<file path="src/hdl/signal_pending_dispatch_top_defines.svh">
// ----------------------------------------------------------------------------
// Signal pending dispatch assertion macros
// Concurrent assertion helpers for the top level of the signal dispatcher.
// ----------------------------------------------------------------------------
`ifndef SIGNAL_PENDING_DISPATCH_TOP_DEFINES_SVH
`define SIGNAL_PENDING_DISPATCH_TOP_DEFINES_SVH

`ifndef ASSERT_OFF
// Checked on every rising edge outside of reset.
`define SPD_ASSERT(lbl, prop, msg) \
  lbl: assert property (@(posedge clk) disable iff (!rst_n) (prop)) else $error(msg);
// Checked on every rising edge, reset included.
`define SPD_ASSERT_ALWAYS(lbl, prop, msg) \
  lbl: assert property (@(posedge clk) (prop)) else $error(msg);
`else
`define SPD_ASSERT(lbl, prop, msg)
`define SPD_ASSERT_ALWAYS(lbl, prop, msg)
`endif

`endif

</file>
<file path="src/hdl/spd_pkg.sv">
// ----------------------------------------------------------------------------
// Signal pending dispatch package
// Opcodes, result codes, signal constants and shared helpers.
// ----------------------------------------------------------------------------
`default_nettype none

package spd_pkg;

  localparam int SignalCount = 64;
  localparam int MaskW       = 64;
  localparam int SigW        = 6;
  localparam int SnW         = 7;
  localparam int AddrW       = 64;
  localparam int TableDepth  = 64;

  localparam logic [SigW-1:0] SigKill = 6'd9;
  localparam logic [SigW-1:0] SigChld = 6'd17;
  localparam logic [SigW-1:0] SigStop = 6'd19;

  // Signals whose default action dumps core: 4, 5, 6, 7, 8, 11, 24, 25.
  localparam logic [MaskW-1:0] CoreMask = 64'h0000_0000_0300_09F0;
  // Pending bits that check and deliver can see.
  localparam logic [MaskW-1:0] VisMask = {MaskW{1'b1}} >> (MaskW - SignalCount);

  typedef enum logic [2:0] {
    OP_REGISTER = 3'd0,
    OP_LOOKUP   = 3'd1,
    OP_RAISE    = 3'd2,
    OP_CHECK    = 3'd3,
    OP_DELIVER  = 3'd4
  } op_t;

  typedef enum logic [2:0] {
    RC_OK        = 3'd0,
    RC_RANGE     = 3'd1,
    RC_KILLSTOP  = 3'd2,
    RC_NONE      = 3'd3,
    RC_IGNORED   = 3'd4,
    RC_HANDLER   = 3'd5,
    RC_TERM      = 3'd6,
    RC_TERM_CORE = 3'd7
  } rc_t;

  // Where the handler field of a result comes from.
  typedef enum logic [1:0] {
    HS_ZERO  = 2'd0,
    HS_ADDR  = 2'd1,
    HS_TABLE = 2'd2
  } hsrc_t;

  // Decisions of the dispatch stage for one item.
  typedef struct packed {
    rc_t              code;
    logic [MaskW-1:0] pend;
    hsrc_t            hsrc;
    logic             ignored;
    logic             ready;
    logic [SigW-1:0]  taken;
    logic [SigW-1:0]  rd_addr;
    logic             wr_en;
    logic [MaskW-1:0] valid_nxt;
    logic [MaskW-1:0] ignore_nxt;
  } ctl_t;

  // Index of the lowest set bit; zero for an empty mask.
  function automatic logic [SigW-1:0] lowest_index(input logic [MaskW-1:0] m);
    logic [SigW-1:0] idx;
    idx = '0;
    for (int i = MaskW - 1; i >= 0; i--) begin
      if (m[i]) begin
        idx = SigW'(i);
      end
    end
    return idx;
  endfunction

endpackage

`default_nettype wire

</file>
<file path="src/hdl/spd_table.sv">
// ----------------------------------------------------------------------------
// Signal pending dispatch handler table
// One write port and one read port with registered read data.
// ----------------------------------------------------------------------------
`default_nettype none

module spd_table (
  input  wire logic                        clk,
  input  wire logic                        wr_en,
  input  wire logic [spd_pkg::SigW-1:0]    wr_addr,
  input  wire logic [spd_pkg::AddrW-1:0]   wr_data,
  input  wire logic                        rd_en,
  input  wire logic [spd_pkg::SigW-1:0]    rd_addr,
  output      logic [spd_pkg::AddrW-1:0]   rd_data
);

  logic [spd_pkg::AddrW-1:0] mem [spd_pkg::TableDepth];

  always_ff @(posedge clk) begin
    if (wr_en) begin
      mem[wr_addr] <= wr_data;
    end
  end

  // Read data holds when the read is not enabled, so a stalled result keeps it.
  always_ff @(posedge clk) begin
    if (rd_en) begin
      rd_data <= mem[rd_addr];
    end
  end

endmodule

`default_nettype wire

</file>
<file path="config.mk">
export PLATFORM = sky130hd
export DESIGN_NAME = spd_table
export DESIGN_NICKNAME = d
export VERILOG_FILES = /design/src/hdl/signal_pending_dispatch_top_defines.svh /design/src/hdl/spd_pkg.sv /design/src/hdl/spd_table.sv
export SDC_FILE = /design/constraint.sdc
export NUM_CORES = 2
export LEC_CHECK = 0
export ABC_CLOCK_PERIOD_IN_PS = 8400
export BUFFER_PORTS_ARGS = -buffer_cell sky130_fd_sc_hd__buf_2
export CAP_MARGIN = 20
export CORE_UTILIZATION = 36
export CTS_CLUSTER_SIZE = 30
export DETAILED_ROUTE_END_ITERATION = 10
export GPL_TIMING_DRIVEN = 0
export REMOVE_ABC_BUFFERS = 1
export SLEW_MARGIN = 20
export SYNTH_ARGS = -nofsm -noshare
export SYNTH_HDL_FRONTEND = slang
export SYNTH_SLANG_ARGS = --single-unit
export TNS_END_PERCENT = 10
</file>
<file path="constraint.sdc">
create_clock -name clk -period 8.4 [get_ports clk]
set_clock_uncertainty 0.2 [all_clocks]
set_input_delay 2.1 -clock clk [delete_from_list [all_inputs] [get_ports clk]]
set_output_delay 2.1 -clock clk [all_outputs]
set_load 0.05 [all_outputs]
</file>
-- After elaboration in Yosys (flattened, before gate mapping)
Memory sizes are Yosys's and may differ from the RTL's. A register that Yosys moved wholly into a read port is not among the register bits.
Index checks and enable logic that the tools add are counted.
- muxes and demuxes: 2
- operators by type and width (cell ; count):
    $mux W1 ; 2
- bits in registers: 0
- bits in writable memories: 4096
- output and inout bits: 64
- memories kept: 1
- memory list (name ; words ; bits a word ; read ports ; clocked after Yosys merged registers in ; write ports ; line ; source):
    mem ; 64 ; 64 ; 1 ; 1 ; 1 ; spd_table.sv:17 ; logic [spd_pkg::AddrW-1:0] mem [spd_pkg::TableDepth];

-- Longest topological paths before layout
- depth in word-level cells: 2
- mapped depth: 9
- gate-level depth less buffers: 5

-- Worst setup path before layout
Ideal clock, no wire load.
- path type: input to register
- start: in wr_addr[3] (netlist bit)
- end: mem mem[48][0] (netlist bit) (enable)
- data arrival time: 6.972 ns
- required time: 7.636 ns
- path slack: 0.664 ns
- cell stages on the path: 4
- path buffers: 1
- cells stage by stage: clkbuf_1 nor2b_1 nand4b_1 nor3_1
- RTL lines (what ; line ; source):
    start: declaration ; spd_table.sv:10 ; input wire logic [spd_pkg::SigW-1:0] wr_addr,
    end: declaration ; spd_table.sv:17 ;
No word-level cell before the write port.

==> flow_summary_export.csv <==
group,metric,value,unit
logic_synthesis,avgSynthCellArea,23.8,um^2
worst_setup_path,crit_path_end_kind,"flip-flop",
logic_synthesis,yosysTopAreaCell,"edfxtp_1",
worst_setup_path,cp.required,8870,ps
worst_setup_path,worst-r2r-setup-slack,5890,ps
routing,met3_wirelength,31.7,mm
sta,rsz0062_at_grt,"no",
routing,routed.top_layer,"met5",
worst_setup_path,r2r_start,"mem[13][18]",
floorplanning,fp.dieH,662,um
worst_setup_path,r2r_cells,5,
floorplanning,die_w,662,um
logic_synthesis,synth_warnings,0,
layout,utilization,42.8,%
routing,finalWirelength,406,mm
logic_synthesis,synthCells,6598,
grt,grt-ovfl-total,0,
logic_synthesis,yosysSeqAreaShare,79.6,%
logic_synthesis,synthFlopType,"edfxtp_1",
sta,fin_setup_tns,0,ps
min_path,min_to,"rd_data[34]",
sta,slew-limit-headroom,21.6,%
power_and_ir_drop,ir_drop,213,uV
logic_synthesis,ys_types,32,
cts,clk_latency,990,ps
floorplanning,coreArea,434000,um^2
power_and_ir_drop,p_leak,57.4,nW
routing,drtAntennaViolNets,0,
cts,cts_tree,"done",
logic_synthesis,async_reset_ff_share,0,%
cts,cts_sinks,4160,
cts,cts.htree.levels,5,
sta,hold_viol,0,
worst_setup_path,crit_arrival,6300,ps
sta,tightestPinTransition,1180,ps
floorplanning,io_pins,143,
layout,finish.net_count,7257,
logic_synthesis,synth_area,157000,um^2
worst_setup_path,critPathKind,"primary input to flip-flop",
logic_synthesis,ys_ff_latch,4160,
grt,grt_max_degree,105,
placed_design,io_buffers,142,
logic_synthesis,synth_area_leaders,"edfxtp_1 80%, mux4_2 15%, mux2i_1 0.86%",
cts,postCtsHoldBufs,0,
logic_synthesis,synth.most_common_cell,"edfxtp_1",
routing,dr.pass1.iters,7,
routing,dr_wl_met2,201,mm
layout,drive_gt1_share,29.9,%
min_path,hp-class,"flip-flop to flip-flop",
power_and_ir_drop,pwr_density_cell,235,nW/um^2
floorplanning,start_util,36.2,%
routing,vias_per_cell,5.57,
logic_synthesis,yosys-top-cells-count,"4160 x edfxtp_1, 1024 x mux4_2, 170 x buf_2",
sta,fmax,0.171,GHz
worst_setup_path,cp_slowest_cell,"nor2b_4",
sta,slew_viol_final,0,
grt,antenna_found_initial,42,
logic_synthesis,yosysTopAreaCellShare,79.6,%
sta,post-route-period-util,69.4,%
layout,syn2layout_area_growth,18.3,%
grt,track_usage,18.3,%
worst_setup_path,crit_path_start_kind,"primary input",
routing,wl_met1,159,mm
sta,fin_crit,5830,ps
cts,cts.clk_slew.worst_paths,60,ps
cts,cts_buffers,416,
outcome,status,"finished, final reports clean",
power_and_ir_drop,p_total,43.7,mW
worst_setup_path,worstPathMaxFanout,82,
floorplanning,die_area,439000,um^2
sta,finalSetupViolations,0,
grt,grt_pass1_wl,574,mm
worst_setup_path,crit_top_cell,"buf_16",
logic_synthesis,synth-edff-count,4160,
placed_design,place_congestion,0.692,
worst_setup_path,r2r_end,"rd_data[18]",
routing,dr_total_vias,73911,
cts,clock-root-buffer,"clkbuf_16",
routing,wl_per_cell,30.6,um
worst_setup_path,path_cells,"buf_8 > buf_16 > buf_16 > buf_16 > nor2b_4 > buf_12 > buf_12 > buf_16 > a22oi_1 > and3_1 > a211oi_1",
routing,drc,0,
flow_run,drv_cap,0,
min_path,holdPathStages,4,
grt,grt_pass1_vias,76413,
worst_setup_path,max_stage_delay,720,ps
min_path,min-delay-start,"mem[38][34]",
cts,cts_buffer_depth,4,
cts,cts_setup_buffers,0,
cts,cts-resized-gates,0,
routing,drt_iter0_markers,8708,
placed_design,dpl.hpwl,262,mm
floorplanning,row_count,242,
stage by stage:
stage | cells | hold WS [ps] | instance area, um^2 | worst slack [ps]
final | 13264 | 823 | 186000 | 2570
after CTS | 13249 | 851 | 186000 | 2490
after floorplan | 6228 | 665 | 155000 | 800
after global routing | 13259 | 890 | 186000 | 2380
after detailed placement | 12494 | 844 | 172000 | 1460
after global placement | 12104 | 839 | 163000 | -42100
cell usage in the layout, fill, tap and decap left out, types with 54 or more instances in the layout:
| master | netlist | layout |
|---|---|---|
| a211oi_1 | 63 | 60 |
| a22o_1 | 88 | 88 |
| a22oi_1 | 168 | 168 |
| and3_1 | 64 | 64 |
| buf_12 | 0 | 235 |
| buf_16 | 0 | 124 |
| buf_2 | 170 | 138 |
| clkbuf_1 | 140 | 73 |
| clkbuf_16 | 0 | 418 |
| clkinv_1 | 0 | 102 |
| clkinv_2 | 0 | 60 |
| edfxtp_1 | 4160 | 4160 |
| mux2i_1 | 135 | 135 |
| mux4_2 | 1024 | 1024 |
| nand2_1 | 58 | 54 |
| nor2_4 | 0 | 65 |
| o22ai_1 | 83 | 83 |
layout make-up:
cell class              count  area, um^2
fillers                 36513      248000
flip-flops and latches   4160      125000
multi-input cells        2049       30800
clock buffers             491       10700
repair buffers            532        9140
well taps                5734        7170
clock inverters           264        2850
inverters                  19        71.3
diodes                     15        37.5
where the power goes:
part           switching, mW  internal [mW]  total (mW)  leakage [nW]
registers             0.0393           23.0        23.1          37.5
clock network           8.05           10.5        18.5          6.56
logic                   1.29          0.778        2.07          13.4
total                   9.38           34.3        43.7          57.4
sequential cells by signal (all words and copies together), names as in the netlist:
register  flops
mem        4096
rd_data      64
kinds of logic (layout without fill, tap and decap cells):
| logic type | count (synthesis) | in the layout | synth area share (%) |
|---|---|---|---|
| simple gates | 386 | 386 | 1.23 |
| compound gates | 504 | 504 | 2.47 |
| mux | 1159 | 1159 | 15.6 |
| buf+inv | 389 | 1306 | 1.18 |
| flops | 4160 | 4160 | 79.6 |
| other cells | 0 | 15 | 0 |
how the worst max path moves through the flow:
stage	endpoint	slack (ps)	startpoint
after CTS	rd_data[9]	2490	rd_addr[2]
final	rd_data[3]	2570	rd_addr[2]
after detailed placement	rd_data[9]	1460	rd_addr[2]
after floorplan	mem[48][0]	800	wr_addr[4]
after global routing	rd_data[47]	2380	rd_addr[0]
after global placement	rd_data[5]	-42100	rd_addr[2]
routing by layer:
metal | global-route usage [%] | vias to the layer above
met5 | 0 | -
met4 | 5.97 | 20
met2 | 30.6 | 3261
met1 | 24.3 | 40107
li1 | - | 29772
met3 | 3.23 | 751
worst max-delay path: cells and delay by family:
family          cells  cell delay [ps]
simple gates        2              950
compound gates      2              690
buf+inv             7             2210
Note: power is estimated with default switching activity, not from simulation.
